**src/rtl/tbpi_pkg.sv**
```systemverilog
`timescale 1ns / 1ps
// ----------------------------------------------------------------------------
// tbpi_pkg
// Shared types, constants and fixed-point helpers for the trackball pad port.
// ----------------------------------------------------------------------------
package tbpi_pkg;

  localparam int NUM_PADS      = 2;
  localparam int FRACTION_BITS = 8;
  localparam int PAD_IDX_W     = (NUM_PADS > 1) ? $clog2(NUM_PADS) : 1;

  localparam int CLK_W     = 48;
  localparam int TIMEOUT_W = 26;
  localparam int CPP_W     = 16;
  localparam int UNK_W     = 27;
  localparam int IDLE_W    = 10;
  localparam int MOTION_W  = 16;

  // serial divider of the absolute phase count
  localparam int DIV_NUM_W = CLK_W + 1;
  localparam int DIV_CNT_W = $clog2(DIV_NUM_W);

  localparam logic [IDLE_W-1:0]    RELATIVE_IDLE_LIMIT = 10'd512;
  localparam logic [TIMEOUT_W-1:0] TIMEOUT_RESET       = 26'd10738635;
  localparam logic [CPP_W-1:0]     CPP_RESET           = 16'd170;
  localparam logic [3:0]           PHASE_COUNT         = 4'd5;
  localparam logic [7:0]           ABS_HEADER          = 8'h34;
  localparam logic [7:0]           ABS_LOW_TAG         = 8'h10;
  localparam logic [7:0]           NIBBLE_MASK         = 8'h0F;
  localparam logic signed [MOTION_W-1:0] REL_MIN       = -16'sd127;
  localparam logic signed [MOTION_W-1:0] REL_MAX       = 16'sd128;

  typedef enum logic [1:0] {
    MODE_UNKNOWN  = 2'd0,
    MODE_RELATIVE = 2'd1,
    MODE_ABSOLUTE = 2'd2
  } mode_e;

  typedef enum logic [1:0] {
    FUNC_SYNC = 2'd0,
    FUNC_TH   = 2'd1,
    FUNC_MOVE = 2'd2,
    FUNC_READ = 2'd3
  } func_e;

  typedef enum logic [1:0] {
    REG_PAD_ENABLED  = 2'd0,
    REG_MODE_TIMEOUT = 2'd1,
    REG_CYCLES_PHASE = 2'd2
  } reg_idx_e;

  typedef enum logic [2:0] {
    ST_IDLE,
    ST_ELAPSE,
    ST_MODE,
    ST_DIV,
    ST_DIV_DONE,
    ST_APPLY,
    ST_OUT
  } ctrl_state_e;

  typedef struct packed {
    logic load_in;
    logic elapse;
    logic mode_upd;
    logic div_step;
    logic div_done;
    logic apply;
    logic load_out;
  } ctrl_cmd_t;

  typedef struct packed {
    logic need_sync;
    logic clk_back;
    logic is_abs;
    logic div_last;
    logic out_free;
  } dp_status_t;

  // whole part of a fixed-point value, truncated towards zero
  function automatic logic signed [MOTION_W-1:0] whole_part(
    input logic signed [MOTION_W-1:0] v
  );
    logic signed [MOTION_W-1:0] w;
    w = v >>> FRACTION_BITS;
    if (v[MOTION_W-1] && (v[FRACTION_BITS-1:0] != '0)) begin
      w = w + 16'sd1;
    end
    return w;
  endfunction

  // whole part clamped to the relative delta range
  function automatic logic signed [MOTION_W-1:0] rel_whole(
    input logic signed [MOTION_W-1:0] v
  );
    logic signed [MOTION_W-1:0] w;
    w = whole_part(v);
    if (w < REL_MIN) begin
      w = REL_MIN;
    end else if (w > REL_MAX) begin
      w = REL_MAX;
    end
    return w;
  endfunction

  // saturating signed add
  function automatic logic signed [MOTION_W-1:0] sat_add(
    input logic signed [MOTION_W-1:0] a,
    input logic signed [MOTION_W-1:0] b
  );
    logic signed [MOTION_W:0] s;
    s = {a[MOTION_W-1], a} + {b[MOTION_W-1], b};
    if (s[MOTION_W] != s[MOTION_W-1]) begin
      return s[MOTION_W] ? {1'b1, {(MOTION_W-1){1'b0}}} : {1'b0, {(MOTION_W-1){1'b1}}};
    end
    return s[MOTION_W-1:0];
  endfunction

endpackage

```
**src/rtl/tbpi_controller.sv**
```systemverilog
`timescale 1ns / 1ps
// ----------------------------------------------------------------------------
// tbpi_controller
// Sequencer for one event: clock sync, phase divide, event apply, result.
// ----------------------------------------------------------------------------
module tbpi_controller (
  input  logic                  clk_i,
  input  logic                  rst_ni,
  input  logic                  in_valid_i,
  output logic                  in_ready_o,
  input  tbpi_pkg::dp_status_t  status_i,
  output tbpi_pkg::ctrl_cmd_t   cmd_o
);

  tbpi_pkg::ctrl_state_e state_q, state_d;

  // state register
  always_ff @(posedge clk_i or negedge rst_ni) begin
    if (!rst_ni) begin
      state_q <= tbpi_pkg::ST_IDLE;
    end else begin
      state_q <= state_d;
    end
  end

  // next state
  always_comb begin
    state_d = state_q;
    case (state_q)
      tbpi_pkg::ST_IDLE: begin
        if (in_valid_i) state_d = tbpi_pkg::ST_ELAPSE;
      end
      tbpi_pkg::ST_ELAPSE: begin
        if (!status_i.need_sync || status_i.clk_back) state_d = tbpi_pkg::ST_APPLY;
        else state_d = tbpi_pkg::ST_MODE;
      end
      tbpi_pkg::ST_MODE: begin
        if (status_i.is_abs) state_d = tbpi_pkg::ST_DIV;
        else state_d = tbpi_pkg::ST_APPLY;
      end
      tbpi_pkg::ST_DIV: begin
        if (status_i.div_last) state_d = tbpi_pkg::ST_DIV_DONE;
      end
      tbpi_pkg::ST_DIV_DONE: state_d = tbpi_pkg::ST_APPLY;
      tbpi_pkg::ST_APPLY:    state_d = tbpi_pkg::ST_OUT;
      tbpi_pkg::ST_OUT: begin
        if (status_i.out_free) state_d = tbpi_pkg::ST_IDLE;
      end
      default: state_d = tbpi_pkg::ST_IDLE;
    endcase
  end

  // command outputs
  always_comb begin
    cmd_o      = '0;
    in_ready_o = 1'b0;
    case (state_q)
      tbpi_pkg::ST_IDLE: begin
        in_ready_o    = 1'b1;
        cmd_o.load_in = in_valid_i;
      end
      tbpi_pkg::ST_ELAPSE:   cmd_o.elapse   = status_i.need_sync;
      tbpi_pkg::ST_MODE:     cmd_o.mode_upd = 1'b1;
      tbpi_pkg::ST_DIV:      cmd_o.div_step = 1'b1;
      tbpi_pkg::ST_DIV_DONE: cmd_o.div_done = 1'b1;
      tbpi_pkg::ST_APPLY:    cmd_o.apply    = 1'b1;
      tbpi_pkg::ST_OUT:      cmd_o.load_out = status_i.out_free;
      default: cmd_o = '0;
    endcase
  end

endmodule

```
**src/rtl/tbpi_datapath.sv**
```systemverilog
`timescale 1ns / 1ps
// ----------------------------------------------------------------------------
// tbpi_datapath
// Pad state, configuration registers, serial phase divider and result register.
// ----------------------------------------------------------------------------
module tbpi_datapath (
  input  logic                  clk_i,
  input  logic                  rst_ni,
  // configuration
  input  logic                  cfg_valid_i,
  input  logic [1:0]            cfg_index_i,
  input  logic [25:0]           cfg_data_i,
  // event fields
  input  logic [1:0]            func_i,
  input  logic                  pad_select_i,
  input  logic [47:0]           master_clock_i,
  input  logic                  th_level_i,
  input  logic signed [15:0]    move_x_i,
  input  logic signed [15:0]    move_y_i,
  input  logic [1:0]            buttons_i,
  // control
  input  tbpi_pkg::ctrl_cmd_t   cmd_i,
  output tbpi_pkg::dp_status_t  status_o,
  // result
  output logic                  out_valid_o,
  input  logic                  out_ready_i,
  output logic [7:0]            read_data_o,
  output logic [1:0]            pad_mode_o
);

  localparam int NP = tbpi_pkg::NUM_PADS;
  localparam int PW = tbpi_pkg::PAD_IDX_W;
  localparam int F  = tbpi_pkg::FRACTION_BITS;

  // latched event
  tbpi_pkg::func_e   func_q;
  logic [PW-1:0]     idx_q;
  logic [47:0]       clk_q;
  logic              th_q;
  logic signed [15:0] mvx_q, mvy_q;
  logic [1:0]        btn_q;
  logic [PW-1:0]     idx_d;

  // configuration
  logic [1:0]  pad_enabled_q;
  logic [25:0] timeout_q;
  logic [15:0] cpp_q;

  // per-pad state
  logic [47:0]        last_q   [NP];
  tbpi_pkg::mode_e    mode_q   [NP];
  logic               th_lvl_q [NP];
  logic signed [15:0] px_q     [NP];
  logic signed [15:0] py_q     [NP];
  logic [7:0]         posx_q   [NP];
  logic [7:0]         posy_q   [NP];
  logic [7:0]         dx_q     [NP];
  logic [7:0]         dy_q     [NP];
  logic [1:0]         rstep_q  [NP];
  logic [2:0]         astep_q  [NP];
  logic [15:0]        phase_q  [NP];
  logic [26:0]        unk_q    [NP];
  logic [9:0]         idle_q   [NP];

  // sync and divider work registers
  logic [47:0]                        elapsed_q;
  logic [tbpi_pkg::DIV_NUM_W-1:0]     div_num_q;
  logic [15:0]                        div_rem_q;
  logic [2:0]                         div_q5_q;
  logic [tbpi_pkg::DIV_CNT_W-1:0]     div_cnt_q;

  // result register
  logic       out_valid_q;
  logic [7:0] out_data_q;
  logic [1:0] out_mode_q;

  // selected pad index, out-of-range selects pad 0
  always_comb begin
    if (32'(pad_select_i) < NP) idx_d = PW'(pad_select_i);
    else idx_d = '0;
  end

  // status towards the controller
  logic en;
  logic [15:0] cpp_eff;
  assign en = (32'(idx_q) < 2) ? pad_enabled_q[idx_q[0]] : 1'b0;
  assign cpp_eff = (cpp_q == '0) ? 16'd1 : cpp_q;

  assign status_o.need_sync = (func_q == tbpi_pkg::FUNC_SYNC) ||
                              (func_q == tbpi_pkg::FUNC_READ) ||
                              (en && ((func_q == tbpi_pkg::FUNC_MOVE) ||
                                      ((func_q == tbpi_pkg::FUNC_TH) &&
                                       (th_lvl_q[idx_q] != th_q))));
  assign status_o.clk_back  = clk_q < last_q[idx_q];
  assign status_o.is_abs    = mode_q[idx_q] == tbpi_pkg::MODE_ABSOLUTE;
  assign status_o.div_last  = div_cnt_q == tbpi_pkg::DIV_CNT_W'(tbpi_pkg::DIV_NUM_W - 1);
  assign status_o.out_free  = !out_valid_q || out_ready_i;

  // saturating counters of the sync
  logic [27:0] unk_sum;
  logic [26:0] unk_new;
  logic [10:0] idle_sum;
  logic [9:0]  idle_new;
  assign unk_sum  = {1'b0, unk_q[idx_q]} + {1'b0, elapsed_q[26:0]};
  assign unk_new  = ((elapsed_q[47:27] != '0) || unk_sum[27]) ? '1 : unk_sum[26:0];
  assign idle_sum = {1'b0, idle_q[idx_q]} + {1'b0, elapsed_q[9:0]};
  assign idle_new = ((elapsed_q[47:10] != '0) || idle_sum[10]) ? '1 : idle_sum[9:0];

  // absolute drain of the stored pending motion
  logic signed [15:0] wx, wy;
  assign wx = tbpi_pkg::whole_part(px_q[idx_q]);
  assign wy = tbpi_pkg::whole_part(py_q[idx_q]);

  // movement sum and its absolute drain
  logic signed [15:0] sx, sy, swx, swy;
  assign sx  = tbpi_pkg::sat_add(px_q[idx_q], mvx_q);
  assign sy  = tbpi_pkg::sat_add(py_q[idx_q], mvy_q);
  assign swx = tbpi_pkg::whole_part(sx);
  assign swy = tbpi_pkg::whole_part(sy);

  // relative drain
  logic signed [15:0] rwx, rwy;
  assign rwx = tbpi_pkg::rel_whole(px_q[idx_q]);
  assign rwy = tbpi_pkg::rel_whole(py_q[idx_q]);

  // divider step, quotient kept modulo five
  logic [16:0] div_sh;
  logic        div_ge;
  logic [3:0]  q5_t;
  logic [2:0]  q5_d;
  logic [15:0] rem_d;
  assign div_sh = {div_rem_q, div_num_q[tbpi_pkg::DIV_NUM_W-1]};
  assign div_ge = div_sh >= {1'b0, cpp_eff};
  assign rem_d  = div_ge ? 16'(div_sh - {1'b0, cpp_eff}) : div_sh[15:0];
  assign q5_t   = {div_q5_q, 1'b0} + {3'b000, div_ge};
  assign q5_d   = (q5_t >= tbpi_pkg::PHASE_COUNT) ?
                  3'(q5_t - tbpi_pkg::PHASE_COUNT) : q5_t[2:0];

  logic [3:0] astep_sum;
  logic [2:0] astep_new;
  assign astep_sum = {1'b0, astep_q[idx_q]} + {1'b0, div_q5_q};
  assign astep_new = (astep_sum >= tbpi_pkg::PHASE_COUNT) ?
                     3'(astep_sum - tbpi_pkg::PHASE_COUNT) : astep_sum[2:0];

  // relative read-phase step for a TH edge
  logic [1:0] step_eff, rstep_new;
  logic       idle_over;
  always_comb begin
    if (mode_q[idx_q] == tbpi_pkg::MODE_UNKNOWN) begin
      step_eff  = 2'd3;
      idle_over = 1'b1;
    end else begin
      step_eff  = rstep_q[idx_q];
      idle_over = idle_q[idx_q] > tbpi_pkg::RELATIVE_IDLE_LIMIT;
    end
    if (!th_q) begin
      if (idle_over || step_eff == 2'd3) rstep_new = 2'd0;
      else if (step_eff == 2'd1) rstep_new = 2'd2;
      else rstep_new = 2'd0;
    end else begin
      if (step_eff == 2'd0) rstep_new = 2'd1;
      else if (step_eff == 2'd2) rstep_new = 2'd3;
      else rstep_new = step_eff;
    end
  end

  // result byte of a port read
  logic [7:0] hi, data_d;
  assign hi = {2'b00, btn_q, 4'b0000};
  always_comb begin
    data_d = '0;
    if (func_q == tbpi_pkg::FUNC_READ) begin
      case (mode_q[idx_q])
        tbpi_pkg::MODE_RELATIVE: begin
          case (rstep_q[idx_q])
            2'd0:    data_d = hi | {4'h0, dx_q[idx_q][7:4]};
            2'd1:    data_d = hi | (dx_q[idx_q] & tbpi_pkg::NIBBLE_MASK);
            2'd2:    data_d = hi | {4'h0, dy_q[idx_q][7:4]};
            default: data_d = hi | (dy_q[idx_q] & tbpi_pkg::NIBBLE_MASK);
          endcase
        end
        tbpi_pkg::MODE_ABSOLUTE: begin
          case (astep_q[idx_q])
            3'd0:    data_d = tbpi_pkg::ABS_HEADER | {6'd0, btn_q};
            3'd1:    data_d = {4'h0, posx_q[idx_q][7:4]};
            3'd2:    data_d = tbpi_pkg::ABS_LOW_TAG | (posx_q[idx_q] & tbpi_pkg::NIBBLE_MASK);
            3'd3:    data_d = {4'h0, posy_q[idx_q][7:4]};
            default: data_d = tbpi_pkg::ABS_LOW_TAG | (posy_q[idx_q] & tbpi_pkg::NIBBLE_MASK);
          endcase
        end
        default: data_d = hi | tbpi_pkg::NIBBLE_MASK;
      endcase
    end
  end

  // event latch
  always_ff @(posedge clk_i) begin
    if (cmd_i.load_in) begin
      func_q <= tbpi_pkg::func_e'(func_i);
      idx_q  <= idx_d;
      clk_q  <= master_clock_i;
      th_q   <= th_level_i;
      mvx_q  <= move_x_i;
      mvy_q  <= move_y_i;
      btn_q  <= buttons_i;
    end
  end

  // configuration registers
  always_ff @(posedge clk_i or negedge rst_ni) begin
    if (!rst_ni) begin
      pad_enabled_q <= '0;
      timeout_q     <= tbpi_pkg::TIMEOUT_RESET;
      cpp_q         <= tbpi_pkg::CPP_RESET;
    end else if (cfg_valid_i) begin
      case (tbpi_pkg::reg_idx_e'(cfg_index_i))
        tbpi_pkg::REG_PAD_ENABLED:  pad_enabled_q <= cfg_data_i[1:0];
        tbpi_pkg::REG_MODE_TIMEOUT: timeout_q     <= cfg_data_i;
        tbpi_pkg::REG_CYCLES_PHASE: cpp_q         <= cfg_data_i[15:0];
        default: ;
      endcase
    end
  end

  // divider and elapsed registers
  always_ff @(posedge clk_i) begin
    if (cmd_i.elapse) begin
      elapsed_q <= clk_q - last_q[idx_q];
    end
    if (cmd_i.mode_upd) begin
      div_num_q <= {1'b0, elapsed_q} + {33'd0, phase_q[idx_q]};
      div_rem_q <= '0;
      div_q5_q  <= '0;
      div_cnt_q <= '0;
    end else if (cmd_i.div_step) begin
      div_num_q <= {div_num_q[tbpi_pkg::DIV_NUM_W-2:0], 1'b0};
      div_rem_q <= rem_d;
      div_q5_q  <= q5_d;
      div_cnt_q <= div_cnt_q + 1'b1;
    end
  end

  // per-pad state
  always_ff @(posedge clk_i or negedge rst_ni) begin
    if (!rst_ni) begin
      for (int i = 0; i < NP; i++) begin
        last_q[i]   <= '0;
        mode_q[i]   <= tbpi_pkg::MODE_UNKNOWN;
        th_lvl_q[i] <= 1'b1;
        px_q[i]     <= '0;
        py_q[i]     <= '0;
        posx_q[i]   <= '0;
        posy_q[i]   <= '0;
        dx_q[i]     <= '0;
        dy_q[i]     <= '0;
        rstep_q[i]  <= 2'd3;
        astep_q[i]  <= '0;
        phase_q[i]  <= '0;
        unk_q[i]    <= '0;
        idle_q[i]   <= '0;
      end
    end else begin
      // an enable change returns the pad to reset, keeping its clock
      if (cfg_valid_i && (tbpi_pkg::reg_idx_e'(cfg_index_i) == tbpi_pkg::REG_PAD_ENABLED)) begin
        for (int i = 0; i < NP && i < 2; i++) begin
          if (cfg_data_i[i] != pad_enabled_q[i]) begin
            mode_q[i]   <= tbpi_pkg::MODE_UNKNOWN;
            th_lvl_q[i] <= 1'b1;
            px_q[i]     <= '0;
            py_q[i]     <= '0;
            posx_q[i]   <= '0;
            posy_q[i]   <= '0;
            dx_q[i]     <= '0;
            dy_q[i]     <= '0;
            rstep_q[i]  <= 2'd3;
            astep_q[i]  <= '0;
            phase_q[i]  <= '0;
            unk_q[i]    <= '0;
            idle_q[i]   <= '0;
          end
        end
      end

      // clock step
      if (cmd_i.elapse) begin
        last_q[idx_q] <= clk_q;
      end

      // mode bookkeeping of the sync
      if (cmd_i.mode_upd) begin
        case (mode_q[idx_q])
          tbpi_pkg::MODE_UNKNOWN: begin
            unk_q[idx_q] <= unk_new;
            if (unk_new >= {1'b0, timeout_q}) begin
              mode_q[idx_q]  <= tbpi_pkg::MODE_ABSOLUTE;
              astep_q[idx_q] <= '0;
              phase_q[idx_q] <= '0;
              px_q[idx_q]    <= px_q[idx_q] - (wx <<< F);
              py_q[idx_q]    <= py_q[idx_q] - (wy <<< F);
              posx_q[idx_q]  <= posx_q[idx_q] + wx[7:0];
              posy_q[idx_q]  <= posy_q[idx_q] + wy[7:0];
            end
          end
          tbpi_pkg::MODE_RELATIVE: idle_q[idx_q] <= idle_new;
          default: ;
        endcase
      end

      // end of the absolute phase divide
      if (cmd_i.div_done) begin
        astep_q[idx_q] <= astep_new;
        phase_q[idx_q] <= div_rem_q;
        px_q[idx_q]    <= px_q[idx_q] - (wx <<< F);
        py_q[idx_q]    <= py_q[idx_q] - (wy <<< F);
        posx_q[idx_q]  <= posx_q[idx_q] + wx[7:0];
        posy_q[idx_q]  <= posy_q[idx_q] + wy[7:0];
      end

      // event action
      if (cmd_i.apply) begin
        case (func_q)
          tbpi_pkg::FUNC_TH: begin
            if (en && (th_lvl_q[idx_q] != th_q)) begin
              th_lvl_q[idx_q] <= th_q;
              if (mode_q[idx_q] != tbpi_pkg::MODE_ABSOLUTE) begin
                mode_q[idx_q]  <= tbpi_pkg::MODE_RELATIVE;
                rstep_q[idx_q] <= rstep_new;
                idle_q[idx_q]  <= '0;
                if (!th_q && (rstep_new == 2'd0)) begin
                  px_q[idx_q] <= px_q[idx_q] - (rwx <<< F);
                  py_q[idx_q] <= py_q[idx_q] - (rwy <<< F);
                  dx_q[idx_q] <= 8'(16'sd0 - rwx);
                  dy_q[idx_q] <= 8'(16'sd0 - rwy);
                end
              end
            end
          end
          tbpi_pkg::FUNC_MOVE: begin
            if (en) begin
              if (mode_q[idx_q] == tbpi_pkg::MODE_ABSOLUTE) begin
                px_q[idx_q]   <= sx - (swx <<< F);
                py_q[idx_q]   <= sy - (swy <<< F);
                posx_q[idx_q] <= posx_q[idx_q] + swx[7:0];
                posy_q[idx_q] <= posy_q[idx_q] + swy[7:0];
              end else begin
                px_q[idx_q] <= sx;
                py_q[idx_q] <= sy;
              end
            end
          end
          default: ;
        endcase
      end
    end
  end

  // result register
  always_ff @(posedge clk_i or negedge rst_ni) begin
    if (!rst_ni) begin
      out_valid_q <= 1'b0;
    end else if (cmd_i.load_out) begin
      out_valid_q <= 1'b1;
    end else if (out_ready_i) begin
      out_valid_q <= 1'b0;
    end
  end

  always_ff @(posedge clk_i) begin
    if (cmd_i.load_out) begin
      out_data_q <= data_d;
      out_mode_q <= mode_q[idx_q];
    end
  end

  assign out_valid_o = out_valid_q;
  assign read_data_o = out_data_q;
  assign pad_mode_o  = out_mode_q;

endmodule

```
**src/rtl/trackball_pad_port_interface.sv**
```systemverilog
`timescale 1ns / 1ps
// ----------------------------------------------------------------------------
// trackball_pad_port_interface
// Two trackball pads behind a controller port, stepped by port events.
// ----------------------------------------------------------------------------
// Usage:
//   s_axis carries one event per transfer: tuser holds func and pad_select,
//   tdata holds master_clock, th_level, move_x, move_y and buttons.
//   m_axis returns one result per event: read_data and pad_mode.
//   The cfg channel writes pad_enabled, mode_timeout_cycles and cycles_per_phase;
//   it is always ready; the user must write it only while idle (not enforced).
// Sequence:
//   an event passes through elapse, mode, apply and out; the mode state is skipped
//   when the pad needs no sync or its clock goes backwards. When the selected pad
//   is in absolute mode, a one-bit-per-cycle divide of the elapsed cycles by the
//   phase length runs after mode and before apply. One event is handled at a time.
// Reset:
//   rst_ni clears both pads to unknown mode with TH high and restores the
//   register defaults; no clearing pass is needed.
// Stall:
//   the result sits in an output register; the next event is taken while it
//   waits, and that event's result is held back until the first is taken.
// ----------------------------------------------------------------------------
module trackball_pad_port_interface (
  input  logic         clk_i,
  input  logic         rst_ni,
  // event stream
  input  logic         s_axis_tvalid_i,
  output logic         s_axis_tready_o,
  input  logic [87:0]  s_axis_tdata_i,  // master_clock, th_level, move_x, move_y, buttons
  input  logic [2:0]   s_axis_tuser_i,  // func, pad_select
  // result stream
  output logic         m_axis_tvalid_o,
  input  logic         m_axis_tready_i,
  output logic [15:0]  m_axis_tdata_o,  // read_data, pad_mode
  // configuration writes
  input  logic         cfg_valid_i,
  output logic         cfg_ready_o,
  input  logic [1:0]   cfg_index_i,
  input  logic [25:0]  cfg_data_i
);

  tbpi_pkg::ctrl_cmd_t  cmd;
  tbpi_pkg::dp_status_t status;
  logic [7:0]           read_data;
  logic [1:0]           pad_mode;

  assign cfg_ready_o = 1'b1;

  // sequencer
  tbpi_controller u_ctrl (
    .clk_i      (clk_i),
    .rst_ni     (rst_ni),
    .in_valid_i (s_axis_tvalid_i),
    .in_ready_o (s_axis_tready_o),
    .status_i   (status),
    .cmd_o      (cmd)
  );

  // pad state and arithmetic
  tbpi_datapath u_dp (
    .clk_i          (clk_i),
    .rst_ni         (rst_ni),
    .cfg_valid_i    (cfg_valid_i),
    .cfg_index_i    (cfg_index_i),
    .cfg_data_i     (cfg_data_i),
    .func_i         (s_axis_tuser_i[1:0]),
    .pad_select_i   (s_axis_tuser_i[2]),
    .master_clock_i (s_axis_tdata_i[47:0]),
    .th_level_i     (s_axis_tdata_i[48]),
    .move_x_i       (s_axis_tdata_i[64:49]),
    .move_y_i       (s_axis_tdata_i[80:65]),
    .buttons_i      (s_axis_tdata_i[82:81]),
    .cmd_i          (cmd),
    .status_o       (status),
    .out_valid_o    (m_axis_tvalid_o),
    .out_ready_i    (m_axis_tready_i),
    .read_data_o    (read_data),
    .pad_mode_o     (pad_mode)
  );

  assign m_axis_tdata_o = {6'd0, pad_mode, read_data};

endmodule

```
**config.mk**
```make
export PLATFORM = sky130hd
export DESIGN_NAME = trackball_pad_port_interface
export DESIGN_NICKNAME = d
export VERILOG_FILES = /design/src/rtl/tbpi_pkg.sv /design/src/rtl/tbpi_controller.sv /design/src/rtl/tbpi_datapath.sv /design/src/rtl/trackball_pad_port_interface.sv
export SDC_FILE = /design/constraint.sdc
export NUM_CORES = 2
export LEC_CHECK = 0
export BUFFER_PORTS_ARGS = -buffer_cell sky130_fd_sc_hd__buf_2
export CAP_MARGIN = 15
export CORE_ASPECT_RATIO = 0.7
export CORE_UTILIZATION = 40
export CTS_BUF_LIST = sky130_fd_sc_hd__clkbuf_8
export DETAILED_ROUTE_END_ITERATION = 16
export PLACE_DENSITY = 0.52
export SLEW_MARGIN = 40
export SYNTH_ARGS = -nofsm -noshare
export SYNTH_HDL_FRONTEND = slang
export SYNTH_HIERARCHICAL = 1
export SYNTH_SLANG_ARGS = --single-unit
export TNS_END_PERCENT = 1
```
**constraint.sdc**
```tcl
create_clock -name clk_i -period 10.1 [get_ports clk_i]
set_input_delay 2.02 -clock clk_i [delete_from_list [all_inputs] [get_ports clk_i]]
set_output_delay 2.02 -clock clk_i [all_outputs]
set_load 0.02 [all_outputs]
```
==> results.py <==
metrics = {
    "die": {
        "ios": 143,
        "rows": 96,
        "floorplan.die.height_um": 266,
        "initial_core_util_pct": 40.4,
        "die_x_um": 378,
        "core_box_area_um2": 98100,
        "design.die.area_um2": 101000,
    },
    "timing": {
        "maxSlewViolCount": 0,
        "max_freq_mhz": 128,
        "unrepaired_setup_endpoints_after_global_routing": "no",
        "worst_clock_skew_ns": 0.0438,
        "fin_setup_tns_ns": 0,
        "holdWs_ns": 0.485,
        "tightestPinTransition_ns": 0.841,
        "setup_viol_count_final": 0,
        "worst_slew_margin_rel_pct": 42.3,
        "final-hold-violation-count": 0,
        "worst_slack_ns": 2.27,
        "timing.final.crit_period_ns": 7.83,
        "post-route-period-util_pct": 77.5,
    },
    "synthesis": {
        "post_synth_xor_area_fraction_pct": 5.16,
        "synth_area_leader_cell": "sky130_fd_sc_hd__dfrtp_1",
        "yosys-mux-area-fraction_pct": 10.0,
        "synthesis.yosys.warnings": 6,
        "yosys-top-cells-count": "sky130_fd_sc_hd__dfrtp_1, sky130_fd_sc_hd__nand2_1, sky130_fd_sc_hd__a21oi_1, sky130_fd_sc_hd__nor2_1, sky130_fd_sc_hd__ha_1",
        "combinational_family_with_the_most_area_after_synthesis": "compound AO/OA/AOI/OAI gates",
        "synth.lib_cells_used.distinct": 108,
        "netlist_area_um2": 39700,
        "number_of_enable_flip_flop_cells_after_synthesis": 191,
        "ys_flop_type": "sky130_fd_sc_hd__dfrtp_1",
        "synth_compound_area_share_pct": 17.1,
        "yosysMostFrequentCell": "sky130_fd_sc_hd__dfrtp_1",
        "synth.ff_latch_count": 610,
        "synth-simple-area-share_pct": 13.3,
        "mapped_cells": 4058,
        "synthAdderAreaFrac_pct": 9.57,
        "yosys-top-cells-area": "sky130_fd_sc_hd__dfrtp_1, sky130_fd_sc_hd__edfxtp_1, sky130_fd_sc_hd__ha_1",
        "async_flop_share_pct": 64.6,
        "postSynthAreaPerCell_um2": 9.78,
        "synth_sequential_area_ratio_pct": 40.6,
        "synthDominantCellAreaShare_pct": 23.3,
    },
    "clocking": {
        "tritoncts": "built",
        "post_cts.resized_instances": 0,
        "cts_buffer_depth": 3,
        "numClockSinks": 610,
        "clock_latency_ns": 0.82,
        "num_cts_buffers": 103,
        "clock-root-buffer": "sky130_fd_sc_hd__clkbuf_8",
        "cts_hold_buffers": 0,
        "deepest_level_of_the_cts_h_tree": 3,
        "clk_pin_slew_ns": 0.07,
        "setup_fix_buffers_added_after_clock_tree_synthesis": 0,
    },
    "setup_path": {
        "setup.worst_path.start_class": "flop",
        "critical_path.max_stage_delay_ns": 0.79,
        "worst_r2r_startpoint": "u_dp/idx_q",
        "worst-path-max-fanout": 99,
        "timing.critical_path.arrival_ns": 8.50,
        "critical_path.cell_chain": "buf_12, mux2i_1, inv_1, ha_1, a21oi_1, o21bai_1, a31oi_1, nand2_1, or2_2, a21o_1, ha_1, o2111a_1, mux2_2, inv_1, ha_1, o21a_1, o21a_1, o31a_1, a311oi_2, xor2_1, a21oi_1, a211o_1",
        "r2r_end": "u_dp/py_q[31]",
        "r2r_worst_path_depth": 22,
        "critical_path.endpoint_type": "flop",
        "cell_at_the_slowest_stage_of_the_critical_path": "sky130_fd_sc_hd__mux2i_1",
        "crit_type": "flop to flop",
        "rrSetupSlack_ns": 2.27,
        "path_common_cell": "sky130_fd_sc_hd__ha_1",
        "worst-endpoint-required_ns": 10.78,
    },
    "layout": {
        "nFillCells": 9487,
        "stdcell_count": 5582,
        "design_area_um2": 44000,
        "synthToLayoutAreaGrowth_pct": 10.9,
        "nNetsFinal": 4571,
        "utilization_pct": 44.8,
        "drive_gt1_share_pct": 16.4,
    },
    "global_route": {
        "track_usage_pct": 23.0,
        "number_of_antenna_violations_at_the_first_check_in_global_routing": 4,
        "number_of_global_route_vias_before_repair": 29100,
        "grt_pass1_wl_mm": 179,
        "grt_remaining_overflow": 0,
        "grt_start_max_net_pins": 130,
    },
    "run": {
        "cap_violations": 0,
    },
    "detailed_routing": {
        "antenna_violating_nets_post_route": 0,
        "detail_route.wl_per_cell_um": 20.8,
        "via_count": 31100,
        "total_routed_length_mm": 116,
        "detail_route.vias_per_cell": 5.57,
        "drt_pre_antenna_iters": 6,
        "drt-initial-drc-count": 2758,
        "drt_drc_violations_left": 0,
    },
    "min_path": {
        "hold_path_depth": 1,
        "worst_hold_path.endpoint": "u_dp/mode_q[0]",
        "min_from": "u_dp/mode_q[0]",
        "tightest_hold_check_type": "flop to flop",
    },
    "power_and_ir_drop": {
        "powerDensity_nw_per_um2": 369,
        "vdd.ir_drop.worst_v": 0.000214,
        "report.power.total_mw": 16.2,
        "p_leak_nw": 19.1,
    },
    "placed_design": {
        "standard_cell_area_after_detailed_placement_um2": 41700,
        "detailed_placement_hpwl_mm": 84.3,
        "io_buffer_count": 128,
        "gpl_wtd_cong": 0.866,
        "dp.cells": 5382,
        "placement.setup.worst_slack_ns": 2.38,
    },
    "outcome": {
        "outcome": "completed",
    },
}
## routing by layer
layer  vias up  global-route usage (%)  share of wire (%)
li1      15000                       -                  -
met1     15100                    39.0                 55
met2       874                    28.9                 37
met3       125                    4.28                6.5
met4         0                    4.77                1.5
met5         -                       0                  0
## power by group
group | switching, mW | internal [mW]
clock | 1.14 | 1.25
combinational | 5.76 | 3.94
sequential | 0.603 | 3.54
total | 7.50 | 8.72
## cell usage in the layout, fill, tap and decap left out, types with 129 or more instances in the layout
cell type / count
sky130_fd_sc_hd__o21ai_0: 230
sky130_fd_sc_hd__dfrtp_1: 369
sky130_fd_sc_hd__clkbuf_8: 129
sky130_fd_sc_hd__mux2_2: 257
sky130_fd_sc_hd__inv_1: 266
sky130_fd_sc_hd__edfxtp_1: 191
sky130_fd_sc_hd__nand2_1: 304
sky130_fd_sc_hd__nand3_1: 179
sky130_fd_sc_hd__a21oi_1: 289
sky130_fd_sc_hd__nor2_1: 277
sky130_fd_sc_hd__ha_1: 265
sky130_fd_sc_hd__xnor2_1: 151
## cell families (layout without fill, tap and decap cells)
group,count (synthesis),after routing
adders and majority gates,297,297
and+or+nand+nor,1106,1106
xor gates and xnor gates,232,232
DFF,610,610
AOI/OAI and AO/OA,1037,1037
buffers and inverters,411,603
muxes,362,362
other,3,12
## how the worst max path moves through the flow
stage	end	start	depth (start not counted)	slack, ns
final	u_dp/py_q[31]	u_dp/idx_q	22	2.27
after detailed placement	u_dp/py_q[15]	u_dp/idx_q	22	2.38
after global routing	u_dp/py_q[23]	u_dp/idx_q	25	1.78
after CTS	u_dp/px_q[16]	u_dp/idx_q	26	2.36
after floorplan	u_dp/py_q[15]	u_dp/idx_q	30	2.92
after global placement	u_dp/py_q[15]	u_dp/idx_q	22	2.42
## layout make-up
cell class | count | area [um2] | area share, %
inverters | 234 | 878 | 2.00
repair buffers | 173 | 1050 | 2.39
multi-input cells | 3043 | 22100 | 50.1
clock inverters | 67 | 439 | 0.998
flip-flops and latches | 610 | 16100 | 36.6
well taps | 1323 | 1660 | 3.76
clock buffers | 129 | 1780 | 4.03
diodes | 3 | 7.51 | 0.0171
## critical path: cells and delay by family, from the launching register on
family | cells | cell delay, ns
xor+xnor | 1 | 0.23
flops | 1 | 0.74
fa+ha+maj | 3 | 0.96
buf+inv | 3 | 0.89
compound gates | 11 | 2.58
simple gates | 2 | 1.07
mux | 2 | 1.09
## flip-flops by register name, summed over array words and instances, names as in the netlist, 26 cells and up
signal and flops:
u_dp/div_num_q 49, u_dp/timeout_q 26, u_dp/py_q 32, u_dp/unk_q 54, u_dp/phase_q 32, u_dp/px_q 32, u_dp/clk_q 48, u_dp/last_q 96
u_dp/elapsed_q 48
No activity file was read; power rests on OpenSTA's default activity.
